===== src/rtl/frs_pkg.sv =====
// shared types, constants and helper functions of the flat-split triangle rasteriser
package frs_pkg;

  localparam int COORD_FRAC_BITS = 4;
  localparam int SLOPE_FRAC_BITS = 16;
  localparam int MAX_SCREEN_DIM  = 2048;

  localparam int YW    = 16;
  localparam int XW    = 17;
  localparam int RW    = 13;
  localparam int DIMW  = 12;
  localparam int CW    = 12;
  localparam int PXW   = 11;
  localparam int DVD_W = SLOPE_FRAC_BITS + 18;
  localparam int DVS_W = YW + 1;
  localparam int SW    = DVD_W + 1;
  localparam int DW    = 20;
  localparam int NW    = SW + DW + 3;
  localparam int SHIFT = COORD_FRAC_BITS + 1 + SLOPE_FRAC_BITS;
  localparam int XLW   = NW - SHIFT;
  localparam int HALF  = 1 << COORD_FRAC_BITS;

  localparam logic CMD_LOAD = 1'b0;
  localparam logic CMD_STEP = 1'b1;

  localparam logic [0:0] REG_SCREEN_WIDTH  = 1'b0;
  localparam logic [0:0] REG_SCREEN_HEIGHT = 1'b1;

  localparam logic [DIMW-1:0] SCREEN_WIDTH_RST  = DIMW'(800);
  localparam logic [DIMW-1:0] SCREEN_HEIGHT_RST = DIMW'(600);

  typedef struct packed {
    logic              command;
    logic signed [15:0] vert_a_x;
    logic signed [15:0] vert_a_y;
    logic signed [15:0] vert_b_x;
    logic signed [15:0] vert_b_y;
    logic signed [15:0] vert_c_x;
    logic signed [15:0] vert_c_y;
    logic [31:0]        fill_color;
  } in_item_t;

  typedef struct packed {
    logic [PXW-1:0] pixel_x;
    logic [PXW-1:0] pixel_y;
    logic [31:0]    pixel_color;
    logic           pixel_valid;
    logic           raster_done;
  } out_item_t;

  typedef struct packed {
    logic signed [XW-1:0] x;
    logic signed [YW-1:0] y;
  } vtx_t;

  typedef struct packed {
    logic                 on;
    vtx_t                 lp;
    vtx_t                 lq;
    vtx_t                 rp;
    vtx_t                 rq;
    logic signed [RW-1:0] rb;
    logic signed [RW-1:0] re;
  } part_t;

  // ceil(y - 0.5) in pixel rows
  function automatic logic signed [RW-1:0] row_of(input logic signed [YW-1:0] y);
    logic signed [YW+1:0] t;
    t = ((YW+2)'(y) <<< 1) + (YW+2)'((2 * HALF) - 1 - HALF);
    return RW'(t >>> (COORD_FRAC_BITS + 1));
  endfunction

  function automatic part_t mk_bottom(input vtx_t a, input vtx_t l, input vtx_t r);
    part_t p;
    p.on = 1'b1;
    p.lp = a;
    p.lq = l;
    p.rp = a;
    p.rq = r;
    p.rb = row_of(a.y);
    p.re = row_of(l.y);
    return p;
  endfunction

  function automatic part_t mk_top(input vtx_t a, input vtx_t l, input vtx_t r);
    part_t p;
    p.on = 1'b1;
    p.lp = l;
    p.lq = a;
    p.rp = r;
    p.rq = a;
    p.rb = row_of(l.y);
    p.re = row_of(a.y);
    return p;
  endfunction

endpackage


===== src/rtl/frs_front.sv =====
// input queue: holds accepted commands until the back end takes them
module frs_front (
  input  logic              clk,
  input  logic              rst_n,
  input  logic              push,
  output logic              full,
  input  frs_pkg::in_item_t item_in,
  input  logic              pop,
  output logic              empty,
  output frs_pkg::in_item_t item_out
);
  import frs_pkg::*;

  in_item_t   ent_r [2];
  logic       wp_r;
  logic       rp_r;
  logic [1:0] cnt_r;
  logic       do_push;
  logic       do_pop;

  assign full     = (cnt_r == 2'd2);
  assign empty    = (cnt_r == 2'd0);
  assign item_out = ent_r[rp_r];
  assign do_push  = push && !full;
  assign do_pop   = pop && !empty;

  always_ff @(posedge clk) begin
    if (do_push) begin
      ent_r[wp_r] <= item_in;
    end
  end

  always_ff @(posedge clk) begin
    if (!rst_n) begin
      wp_r  <= 1'b0;
      rp_r  <= 1'b0;
      cnt_r <= 2'd0;
    end else begin
      if (do_push) wp_r <= ~wp_r;
      if (do_pop) rp_r <= ~rp_r;
      cnt_r <= cnt_r + 2'(do_push) - 2'(do_pop);
    end
  end

endmodule


===== src/rtl/frs_outq.sv =====
// result queue: decouples finished results from the consumer
module frs_outq (
  input  logic               clk,
  input  logic               rst_n,
  input  logic               push,
  output logic               full,
  input  frs_pkg::out_item_t item_in,
  input  logic               pop,
  output logic               empty,
  output frs_pkg::out_item_t item_out
);
  import frs_pkg::*;

  out_item_t  ent_r [2];
  logic       wp_r;
  logic       rp_r;
  logic [1:0] cnt_r;
  logic       do_push;
  logic       do_pop;

  assign full     = (cnt_r == 2'd2);
  assign empty    = (cnt_r == 2'd0);
  assign item_out = ent_r[rp_r];
  assign do_push  = push && !full;
  assign do_pop   = pop && !empty;

  always_ff @(posedge clk) begin
    if (do_push) begin
      ent_r[wp_r] <= item_in;
    end
  end

  always_ff @(posedge clk) begin
    if (!rst_n) begin
      wp_r  <= 1'b0;
      rp_r  <= 1'b0;
      cnt_r <= 2'd0;
    end else begin
      if (do_push) wp_r <= ~wp_r;
      if (do_pop) rp_r <= ~rp_r;
      cnt_r <= cnt_r + 2'(do_push) - 2'(do_pop);
    end
  end

endmodule


===== src/rtl/frs_div.sv =====
// iterative restoring divider, one quotient bit per cycle
module frs_div (
  input  logic                      clk,
  input  logic                      rst_n,
  input  logic                      start,
  input  logic [frs_pkg::DVD_W-1:0] dividend,
  input  logic [frs_pkg::DVS_W-1:0] divisor,
  output logic                      done,
  output logic [frs_pkg::DVD_W-1:0] quotient
);
  import frs_pkg::*;

  localparam int CNTW = $clog2(DVD_W);

  logic [DVS_W-1:0] rem_r;
  logic [DVS_W-1:0] dvs_r;
  logic [DVD_W-1:0] q_r;
  logic [CNTW-1:0]  cnt_r;
  logic             busy_r;
  logic             done_r;
  logic [DVS_W:0]   trial;
  logic             fits;

  assign trial    = {rem_r, q_r[DVD_W-1]};
  assign fits     = (trial >= {1'b0, dvs_r});
  assign done     = done_r;
  assign quotient = q_r;

  always_ff @(posedge clk) begin
    if (start) begin
      rem_r <= '0;
      q_r   <= dividend;
      dvs_r <= divisor;
    end else if (busy_r) begin
      rem_r <= fits ? DVS_W'(trial - {1'b0, dvs_r}) : DVS_W'(trial);
      q_r   <= {q_r[DVD_W-2:0], fits};
    end
  end

  always_ff @(posedge clk) begin
    if (!rst_n) begin
      busy_r <= 1'b0;
      done_r <= 1'b0;
      cnt_r  <= '0;
    end else begin
      done_r <= 1'b0;
      if (start) begin
        busy_r <= 1'b1;
        cnt_r  <= '0;
      end else if (busy_r) begin
        cnt_r <= cnt_r + 1'b1;
        if (cnt_r == CNTW'(DVD_W - 1)) begin
          busy_r <= 1'b0;
          done_r <= 1'b1;
        end
      end
    end
  end

endmodule


===== src/rtl/frs_back.sv =====
// back end: triangle setup, edge stepping and span walking
module frs_back (
  input  logic                     clk,
  input  logic                     rst_n,
  input  logic                     in_empty,
  input  frs_pkg::in_item_t        in_item,
  output logic                     in_pop,
  input  logic [frs_pkg::DIMW-1:0] scr_w,
  input  logic [frs_pkg::DIMW-1:0] scr_h,
  input  logic                     res_full,
  output logic                     res_push,
  output frs_pkg::out_item_t       res
);
  import frs_pkg::*;

  localparam logic [3:0] S_IDLE  = 4'd0;
  localparam logic [3:0] S_SORT  = 4'd1;
  localparam logic [3:0] S_CLASS = 4'd2;
  localparam logic [3:0] S_SPDIV = 4'd3;
  localparam logic [3:0] S_SPLIT = 4'd4;
  localparam logic [3:0] S_ENTER = 4'd5;
  localparam logic [3:0] S_EDIV  = 4'd6;
  localparam logic [3:0] S_EMUL  = 4'd7;
  localparam logic [3:0] S_ROW   = 4'd8;
  localparam logic [3:0] S_EMIT  = 4'd9;

  localparam logic [1:0] PH_IDLE  = 2'd0;
  localparam logic [1:0] PH_UPPER = 2'd1;
  localparam logic [1:0] PH_LOWER = 2'd2;
  localparam logic [1:0] PH_DONE  = 2'd3;

  localparam int PW    = XW + YW + 2;
  localparam int MCW   = $clog2(DW + 1);
  localparam int DIMX  = DIMW + 1;

  logic [3:0]            state_r;
  logic [1:0]            phase_r;
  logic                  wait_r;
  logic                  ret_load_r;
  logic                  esel_r;
  in_item_t              item_r;
  logic [31:0]           color_r;
  vtx_t                  t_r;
  vtx_t                  m_r;
  vtx_t                  b_r;
  logic signed [PW-1:0]  prod_r;
  logic signed [XW-1:0]  split_r;
  part_t                 part_r [2];
  logic signed [SW-1:0]  slope_r;
  logic signed [NW-1:0]  mcand_r;
  logic [DW-1:0]         mpl_r;
  logic                  dneg_r;
  logic signed [NW-1:0]  acc_r;
  logic [MCW-1:0]        mcnt_r;
  logic signed [NW-1:0]  nl_r;
  logic signed [NW-1:0]  nr_r;
  logic signed [NW-1:0]  stl_r;
  logic signed [NW-1:0]  str_r;
  logic signed [RW-1:0]  row_r;
  logic signed [RW-1:0]  span_row_r;
  logic [CW-1:0]         col_r;
  logic [CW-1:0]         end_r;
  out_item_t             res_r;

  vtx_t                  va, vb, vc, s0, s1, s2, tmp;
  part_t                 cp;
  vtx_t                  ep, eq;
  logic signed [XW:0]    dx;
  logic signed [YW:0]    dy;
  logic [XW:0]           dx_mag;
  logic [YW:0]           dy_mag;
  logic signed [PW-1:0]  prod_mag;
  logic                  div_start;
  logic [DVD_W-1:0]      div_dvd;
  logic [DVS_W-1:0]      div_dvs;
  logic                  div_done;
  logic [DVD_W-1:0]      div_q;
  logic signed [SW-1:0]  slope_val;
  logic signed [XW:0]    split_val;
  logic signed [DW-1:0]  d_val;
  logic signed [NW-1:0]  base_val;
  logic signed [NW-1:0]  n_val;
  logic [DIMX-1:0]       w_eff;
  logic [DIMX-1:0]       h_eff;
  logic signed [NW-1:0]  rl_sum;
  logic signed [NW-1:0]  rr_sum;
  logic signed [XLW-1:0] xl;
  logic signed [XLW-1:0] xr;
  logic signed [XLW-1:0] lo;
  logic signed [XLW-1:0] hi;
  logic signed [XLW-1:0] w_s;
  logic signed [RW:0]    h_s;
  logic                  rows_over;
  logic                  active;
  logic                  part_on;
  vtx_t                  pi;

  // sort by y: top (s1), middle (s0), bottom (s2)
  always_comb begin
    va.x = XW'(item_r.vert_a_x);
    va.y = item_r.vert_a_y;
    vb.x = XW'(item_r.vert_b_x);
    vb.y = item_r.vert_b_y;
    vc.x = XW'(item_r.vert_c_x);
    vc.y = item_r.vert_c_y;
    tmp = va;
    s0 = va;
    s1 = vb;
    s2 = vc;
    if (s0.y < s1.y) begin
      tmp = s0; s0 = s1; s1 = tmp;
    end
    if (s2.y < s1.y) begin
      tmp = s2; s2 = s1; s1 = tmp;
    end
    if (s0.y > s2.y) begin
      tmp = s0; s0 = s2; s2 = tmp;
    end
  end

  assign active  = (phase_r == PH_UPPER) || (phase_r == PH_LOWER);
  assign cp      = part_r[phase_r[1]];
  assign part_on = active && cp.on;
  assign ep      = esel_r ? cp.rp : cp.lp;
  assign eq      = esel_r ? cp.rq : cp.lq;
  assign dx      = (XW+1)'(eq.x) - (XW+1)'(ep.x);
  assign dy      = (YW+1)'(eq.y) - (YW+1)'(ep.y);
  assign dx_mag  = dx[XW] ? (XW+1)'(-dx) : (XW+1)'(dx);
  assign dy_mag  = dy[YW] ? (YW+1)'(-dy) : (YW+1)'(dy);
  assign prod_mag = prod_r[PW-1] ? -prod_r : prod_r;

  assign div_start = ((state_r == S_SPDIV) || (state_r == S_EDIV)) && !wait_r;
  assign div_dvd   = (state_r == S_SPDIV) ? DVD_W'(prod_mag)
                                          : (DVD_W'(dx_mag) << SLOPE_FRAC_BITS);
  assign div_dvs   = (state_r == S_SPDIV) ? DVS_W'((YW+1)'(b_r.y) - (YW+1)'(t_r.y))
                                          : DVS_W'(dy_mag);

  frs_div u_div (
    .clk      (clk),
    .rst_n    (rst_n),
    .start    (div_start),
    .dividend (div_dvd),
    .divisor  (div_dvs),
    .done     (div_done),
    .quotient (div_q)
  );

  always_comb begin
    slope_val = (dx[XW] ^ dy[YW]) ? -SW'(div_q) : SW'(div_q);
    if (dy == '0) slope_val = '0;
    split_val = (XW+1)'(t_r.x) + (prod_r[PW-1] ? -(XW+1)'(div_q) : (XW+1)'(div_q));
    d_val     = (DW'(row_r) <<< (COORD_FRAC_BITS + 1)) + DW'(HALF) - (DW'(ep.y) <<< 1);
    base_val  = ((NW'(ep.x) <<< 1) - NW'(HALF)) <<< SLOPE_FRAC_BITS;
    n_val     = (dneg_r ? -acc_r : acc_r) + base_val;
    pi.x      = split_r;
    pi.y      = m_r.y;
  end

  // row test and span bounds
  always_comb begin
    w_eff     = (scr_w >= DIMW'(MAX_SCREEN_DIM)) ? DIMX'(MAX_SCREEN_DIM) : DIMX'(scr_w);
    h_eff     = (scr_h >= DIMW'(MAX_SCREEN_DIM)) ? DIMX'(MAX_SCREEN_DIM) : DIMX'(scr_h);
    w_s       = $signed(XLW'(w_eff));
    h_s       = $signed((RW+1)'(h_eff));
    rows_over = ((RW+1)'(row_r) >= (RW+1)'(cp.re)) || ((RW+1)'(row_r) >= h_s);
    rl_sum    = nl_r + NW'((1 << SHIFT) - 1);
    rr_sum    = nr_r + NW'((1 << SHIFT) - 1);
    xl        = XLW'(rl_sum >>> SHIFT);
    xr        = XLW'(rr_sum >>> SHIFT);
    lo        = (xl > 0) ? xl : '0;
    hi        = (xr < w_s) ? xr : w_s;
  end

  assign in_pop   = (state_r == S_IDLE) && !in_empty;
  assign res_push = (state_r == S_EMIT) && !res_full;
  assign res      = res_r;

  always_ff @(posedge clk) begin
    if (!rst_n) begin
      state_r    <= S_IDLE;
      phase_r    <= PH_IDLE;
      wait_r     <= 1'b0;
      ret_load_r <= 1'b0;
      esel_r     <= 1'b0;
      col_r      <= '0;
      end_r      <= '0;
    end else begin
      if (div_start) wait_r <= 1'b1;
      else if (div_done) wait_r <= 1'b0;
      unique case (state_r)
        S_IDLE: begin
          if (!in_empty) begin
            if (in_item.command == CMD_LOAD) begin
              item_r  <= in_item;
              color_r <= in_item.fill_color;
              state_r <= S_SORT;
            end else if (active && (col_r < end_r)) begin
              res_r   <= '{pixel_x: col_r[PXW-1:0], pixel_y: span_row_r[PXW-1:0],
                           pixel_color: color_r, pixel_valid: 1'b1, raster_done: 1'b0};
              col_r   <= col_r + 1'b1;
              state_r <= S_EMIT;
            end else if (active) begin
              ret_load_r <= 1'b0;
              state_r    <= S_ROW;
            end else begin
              res_r   <= '{pixel_x: PXW'(0), pixel_y: PXW'(0), pixel_color: 32'd0,
                           pixel_valid: 1'b0, raster_done: 1'b1};
              state_r <= S_EMIT;
            end
          end
        end
        S_SORT: begin
          t_r     <= s1;
          m_r     <= s0;
          b_r     <= s2;
          state_r <= S_CLASS;
        end
        S_CLASS: begin
          phase_r    <= PH_UPPER;
          ret_load_r <= 1'b1;
          if (m_r.y == t_r.y) begin
            part_r[0].on <= 1'b0;
            if (b_r.y != m_r.y) begin
              part_r[1] <= (m_r.x > t_r.x) ? mk_top(b_r, t_r, m_r) : mk_top(b_r, m_r, t_r);
            end else begin
              part_r[1].on <= 1'b0;
            end
            state_r <= S_ENTER;
          end else if (m_r.y == b_r.y) begin
            part_r[0] <= (m_r.x > b_r.x) ? mk_bottom(t_r, b_r, m_r)
                                         : mk_bottom(t_r, m_r, b_r);
            part_r[1].on <= 1'b0;
            state_r <= S_ENTER;
          end else begin
            prod_r  <= PW'((XW+1)'(b_r.x) - (XW+1)'(t_r.x))
                     * PW'((YW+1)'(m_r.y) - (YW+1)'(t_r.y));
            state_r <= S_SPDIV;
          end
        end
        S_SPDIV: begin
          if (wait_r && div_done) begin
            split_r <= XW'(split_val);
            state_r <= S_SPLIT;
          end
        end
        S_SPLIT: begin
          if (pi.x < m_r.x) begin
            part_r[0] <= mk_bottom(t_r, pi, m_r);
            part_r[1] <= mk_top(b_r, pi, m_r);
          end else begin
            part_r[0] <= mk_bottom(t_r, m_r, pi);
            part_r[1] <= mk_top(b_r, m_r, pi);
          end
          state_r <= S_ENTER;
        end
        S_ENTER: begin
          col_r <= '0;
          end_r <= '0;
          if (part_on) begin
            row_r   <= (cp.rb > 0) ? cp.rb : '0;
            esel_r  <= 1'b0;
            state_r <= S_EDIV;
          end else if (phase_r == PH_UPPER) begin
            phase_r <= PH_LOWER;
          end else begin
            phase_r <= PH_DONE;
            res_r   <= '{pixel_x: PXW'(0), pixel_y: PXW'(0), pixel_color: 32'd0,
                         pixel_valid: 1'b0, raster_done: !ret_load_r};
            state_r <= S_EMIT;
          end
        end
        S_EDIV: begin
          if (wait_r && div_done) begin
            slope_r <= slope_val;
            mcand_r <= NW'(slope_val);
            dneg_r  <= d_val[DW-1];
            mpl_r   <= d_val[DW-1] ? DW'(-d_val) : DW'(d_val);
            acc_r   <= '0;
            mcnt_r  <= '0;
            state_r <= S_EMUL;
          end
        end
        S_EMUL: begin
          if (mcnt_r == MCW'(DW)) begin
            if (esel_r) begin
              nr_r    <= n_val;
              str_r   <= NW'(slope_r) <<< (COORD_FRAC_BITS + 1);
              res_r   <= '0;
              state_r <= ret_load_r ? S_EMIT : S_ROW;
            end else begin
              nl_r    <= n_val;
              stl_r   <= NW'(slope_r) <<< (COORD_FRAC_BITS + 1);
              esel_r  <= 1'b1;
              state_r <= S_EDIV;
            end
          end else begin
            if (mpl_r[0]) acc_r <= acc_r + mcand_r;
            mcand_r <= mcand_r <<< 1;
            mpl_r   <= mpl_r >> 1;
            mcnt_r  <= mcnt_r + 1'b1;
          end
        end
        S_ROW: begin
          if (rows_over) begin
            phase_r <= phase_r + 1'b1;
            state_r <= S_ENTER;
          end else begin
            row_r <= row_r + 1'b1;
            nl_r  <= nl_r + stl_r;
            nr_r  <= nr_r + str_r;
            if (lo < hi) begin
              span_row_r <= row_r;
              col_r      <= CW'(lo) + 1'b1;
              end_r      <= CW'(hi);
              res_r      <= '{pixel_x: PXW'(lo), pixel_y: row_r[PXW-1:0],
                              pixel_color: color_r, pixel_valid: 1'b1, raster_done: 1'b0};
              state_r    <= S_EMIT;
            end
          end
        end
        S_EMIT: begin
          if (!res_full) state_r <= S_IDLE;
        end
        default: state_r <= S_IDLE;
      endcase
    end
  end

endmodule


===== src/rtl/flat_split_triangle_rasterizer.sv =====
// top level of the flat-split triangle rasteriser
//
//   channel | direction | transfer when          | payload
//   in_     | in        | in_push && !in_full    | in_item  (frs_pkg::in_item_t)
//   out_    | out       | out_pop && !out_empty  | out_item (frs_pkg::out_item_t)
//   cfg_    | in        | cfg_we                 | cfg_addr, cfg_data
//
// commands are handled one at a time by the back end; a pixel step inside a span
// goes from the input queue through S_IDLE and S_EMIT into the result queue
// a load sorts the vertices, classifies the triangle and, if no edge is flat, does the split
// divide; each part entered then needs a divide and a shift-add multiply per edge
// each row walked passes through S_ROW; reset is synchronous, active low
// an input stall does not block output; an output stall holds S_EMIT, so the input queue fills
module flat_split_triangle_rasterizer (
  input  logic                     clk,
  input  logic                     rst_n,
  input  logic                     in_push,
  output logic                     in_full,
  input  frs_pkg::in_item_t        in_item,
  output logic                     out_empty,
  input  logic                     out_pop,
  output frs_pkg::out_item_t       out_item,
  input  logic                     cfg_we,
  input  logic [0:0]               cfg_addr,
  input  logic [frs_pkg::DIMW-1:0] cfg_data
);
  import frs_pkg::*;

  logic [DIMW-1:0] scr_w_r;
  logic [DIMW-1:0] scr_h_r;
  logic            fq_empty;
  in_item_t        fq_item;
  logic            fq_pop;
  logic            oq_full;
  logic            res_push;
  out_item_t       res;

  always_ff @(posedge clk) begin
    if (!rst_n) begin
      scr_w_r <= SCREEN_WIDTH_RST;
      scr_h_r <= SCREEN_HEIGHT_RST;
    end else if (cfg_we) begin
      unique case (cfg_addr)
        REG_SCREEN_WIDTH:  scr_w_r <= cfg_data;
        REG_SCREEN_HEIGHT: scr_h_r <= cfg_data;
        default:           scr_w_r <= scr_w_r;
      endcase
    end
  end

  frs_front u_front (
    .clk      (clk),
    .rst_n    (rst_n),
    .push     (in_push),
    .full     (in_full),
    .item_in  (in_item),
    .pop      (fq_pop),
    .empty    (fq_empty),
    .item_out (fq_item)
  );

  frs_back u_back (
    .clk      (clk),
    .rst_n    (rst_n),
    .in_empty (fq_empty),
    .in_item  (fq_item),
    .in_pop   (fq_pop),
    .scr_w    (scr_w_r),
    .scr_h    (scr_h_r),
    .res_full (oq_full),
    .res_push (res_push),
    .res      (res)
  );

  frs_outq u_outq (
    .clk      (clk),
    .rst_n    (rst_n),
    .push     (res_push),
    .full     (oq_full),
    .item_in  (res),
    .pop      (out_pop),
    .empty    (out_empty),
    .item_out (out_item)
  );

  a_push_space: assert property (@(posedge clk) disable iff (!rst_n)
    res_push |-> !oq_full)
    else $error("result written into a full queue");

  a_valid_done: assert property (@(posedge clk) disable iff (!rst_n)
    !out_empty |-> !(out_item.pixel_valid && out_item.raster_done))
    else $error("result is both pixel and done");

  a_on_screen: assert property (@(posedge clk) disable iff (!rst_n)
    (!out_empty && out_item.pixel_valid) |->
      (DIMW'(out_item.pixel_x) < scr_w_r && DIMW'(out_item.pixel_y) < scr_h_r))
    else $error("pixel outside screen");

endmodule

===== config.mk =====
export PLATFORM = sky130hd
export DESIGN_NAME = flat_split_triangle_rasterizer
export DESIGN_NICKNAME = d
export VERILOG_FILES = /design/src/rtl/frs_pkg.sv /design/src/rtl/frs_front.sv /design/src/rtl/frs_outq.sv /design/src/rtl/frs_div.sv /design/src/rtl/frs_back.sv /design/src/rtl/flat_split_triangle_rasterizer.sv
export SDC_FILE = /design/constraint.sdc
export NUM_CORES = 2
export LEC_CHECK = 0
export BUFFER_PORTS_ARGS = -buffer_cell sky130_fd_sc_hd__buf_2
export CAP_MARGIN = 20
export CORE_UTILIZATION = 36
export CTS_BUF_LIST = sky130_fd_sc_hd__clkbuf_16
export DETAILED_ROUTE_END_ITERATION = 16
export PLACE_DENSITY = 0.63
export SLEW_MARGIN = 20
export SYNTH_ARGS = -nofsm -noshare
export SYNTH_HDL_FRONTEND = slang
export SYNTH_HIERARCHICAL = 1
export SYNTH_SLANG_ARGS = --single-unit

===== constraint.sdc =====
create_clock -name clk -period 19.2 [get_ports clk]
set_clock_uncertainty 0.05 [all_clocks]
set_input_delay 1.92 -clock clk [delete_from_list [all_inputs] [get_ports clk]]
set_output_delay 1.92 -clock clk [all_outputs]
set_load 0.02 [all_outputs]

==> run metrics <==
run status=finished clean; Max-Slew Margin vs Limit=27.8%; die area=271000 µm²; min Tclk post-route=10430 ps; Fill cells=25658; Synth Area in Compound Gates=13.0%; root buf cell=clkbuf_16; via count of the first global-routing pass=69588; die boundary height=521 µm; global-route wire length before repair=416000 µm; total of warnings raised by yosys=6; Cells after Synth=8971; core outline area=268000 µm²; total negative setup slack=0 ps; relative area change from synthesis to final layout=11.2%; antenna violations before repair=2; post-synthesis async set-or-reset flop share=0%; number of search-and-repair iterations in the first detailed-routing pass=8; reg-to-reg endpoint=u_back/prod_r[34]; # clock sinks=1483; total of cells resized after clock tree synthesis=0; final hold viol count=0; area share of and/or/nand/nor cells after synthesis=12.6%; cell with the largest stage delay on the worst path=fa_1; Buffers on Ports=204; DP Wirelength=208000 µm; Initial Util=36.2%; most used standard cell by instance count after synthesis=edfxtp_1; GRT overflow=0; WL/cell=21.4 µm; count of routing violations after the opening detailed-route iteration=6284; share of final-layout standard cells stronger than drive strength 1=10.4%; worst hold stages=0; htree depth=4; count of max-cap constraint violations=0; reg2reg start=u_back/b_r[16]; setup repair after global routing missed its margin=no; crit-path max FO=17; number of buffers between clock root and the deepest sink=3; floorplan row count=190; number of pins exceeding their max-slew limit in the final report=0; launch instance of the worst min-delay path=u_back/slope_r[23]; largest area contributor in the netlist=edfxtp_1; total of endpoints with negative setup slack in the final report=0; worst setup path category=reg2reg; nature of the critical path endpoint=flip-flop; global-route usage over all layers=19.8%; I/O pin count=205; remaining design rule violation count=0; number of register bits inferred by synthesis=1483; die boundary width=521 µm; Worst Reg-to-Reg Cells=41; maximum number of pins on one net before global-route repair=102; post-synthesis share of cell area spent on xor and xnor gates=5.97%; drt total wl=274000 µm; Post-CTS Setup Bufs=0; Post-CTS Hold Fix Bufs=0; proportion of synthesized chip area in sequential cells=45.0%; clock transition at the registers of the reported paths=60 ps; worst endpoint data arrival time=10950 ps; critical path launch point type=flip-flop; TritonCTS clock tree=built; Max Fclk=0.0958 GHz; DR vias/cell=5.46; most frequent cells after synthesis=edfxtp_1, nor2_1, nand2_1; slew at the pin closest to its max-slew limit=1080 ps; r2r setup slk=8770 ps; data required time of the worst path=19710 ps; class of the worst hold path=reg2reg; detailed-route via count=70068; stage delay of the slowest cell on the critical path=550 ps; number of flops mapped to enable cells by yosys=1388; most frequently used flop master after synthesis=edfxtp_1; share of the cycle needed by the critical path after routing=54.3%; worst-case hold path end point=u_back/str_r[28]; distinct cell type count after synthesis=117; per-instance average area after synthesis=10.8 µm²; total CTS buffers=163; combinational family with the most area after synthesis=adder cells; top cells by area in the synthesized netlist=edfxtp_1, ha_1, fa_1, xnor2_1, nor2_1; share of Yosys cell area claimed by the top area cell type=43.0%; multiplexer share of the synthesized area=4.88%; Layout Nets=10219; mapped cell area=96800 µm²; adder-cell share of the synthesized area=14.6%; placer congestion estimate=0.951; ANT nets after route=0; later-pin clock latency in the skew report=850 ps
cell families after synthesis:
logic type / after synthesis
mux: 428
flops: 1483
fa+ha+maj: 933
simple gates: 2616
other cells: 1
xor+xnor: 659
compound gates: 1894
buf+inv: 957
per-stage QoR:
stage	area, µm²	std cells	hold WS (ps)	utilization (%)	setup WS [ps]
final	108000	12824	390	40.2	8770
after global routing	108000	12824	400	40.2	8110
after CTS	108000	12821	393	40.2	8840
after detailed placement	102000	12525	379	38.1	8870
after global placement	102000	12525	372	38.1	8770
after floorplan	96800	8972	371	-	3270
final cells by class:
type	instances	area [µm²]	share of cell area, %
diodes	2	5.00	0.00465
inverters	617	2320	2.15
multi-input cells	6532	49700	46.1
clock buffers	163	4080	3.79
flip-flops and latches	1483	43600	40.5
clock inverters	133	1490	1.38
well taps	3552	4440	4.13
repair buffers	342	2080	1.93
worst max path at each step:
| stage | startpoint | endpoint | slack (ps) | cells after the start |
|---|---|---|---|---|
| 4_1_cts | u_back/b_r[16] | u_back/prod_r[34] | 8840 | 41 |
| 3_3_place_gp | u_back/b_r[16] | u_back/prod_r[34] | 8770 | 41 |
| 3_5_place_dp | u_back/b_r[16] | u_back/prod_r[34] | 8870 | 41 |
| 6_report | u_back/b_r[16] | u_back/prod_r[34] | 8770 | 41 |
| 5_1_grt | u_back/b_r[16] | u_back/prod_r[34] | 8110 | 41 |
| 2_1_floorplan | u_back/nr_r[12] | u_back/res[0] | 3270 | 30 |
cells in the final DEF (no fill, tap or decap), types with 57 or more instances in the layout:
cell       count
o21a_1        87
edfxtp_1    1388
and3_1        57
nand3_1      168
clkbuf_16    163
a22o_1        69
buf_4        138
o22ai_1       64
ha_1         611
dfxtp_1       91
a21o_1       249
nand2_1      768
buf_2        203
xor2_1       246
nand2b_1     100
mux2i_1      202
a211oi_1      57
or3_1         75
o21ai_0      425
mux2_2       184
o31ai_1      113
nor2_1       808
and2_1       108
xnor2_1      407
inv_1        639
nand4_1       89
nor3_1       126
fa_1         321
a21oi_1      395
nor2b_1      128
sequential cells by signal, summed over array words and instances (netlist names), 56 cells and up, named ones only:
| name | count |
|---|---|
| u_back/mcand_r | 58 |
| u_back/item_r | 96 |
| u_back/res | 56 |
| u_back/nl_r | 58 |
| u_back/part_r | 250 |
| u_back/nr_r | 58 |
| u_back/acc_r | 58 |
| u_outq/ent_r | 112 |
| u_front/ent_r | 258 |
layer usage:
metal	vias to the layer above	GRT usage (%)	wire length (µm)
met5	-	0	0
met4	0	5.87	7830
met3	442	3.10	18500
met2	2371	32.0	125000
met1	34649	27.2	122000
li1	32606	-	-
worst max-delay path, delay by kind of cell, from the launching register on:
family | cells | cell delay [ps]
AO/OA/AOI/OAI | 16 | 4120
buffers and inverters | 6 | 570
flip-flops | 1 | 410
AND/OR/NAND/NOR | 8 | 760
adder cells (fa/ha/maj) | 9 | 4010
XOR/XNOR | 2 | 230
Power is not shown: default switching activity piles up to over one toggle a cycle in this logic, so the estimate is an artifact.
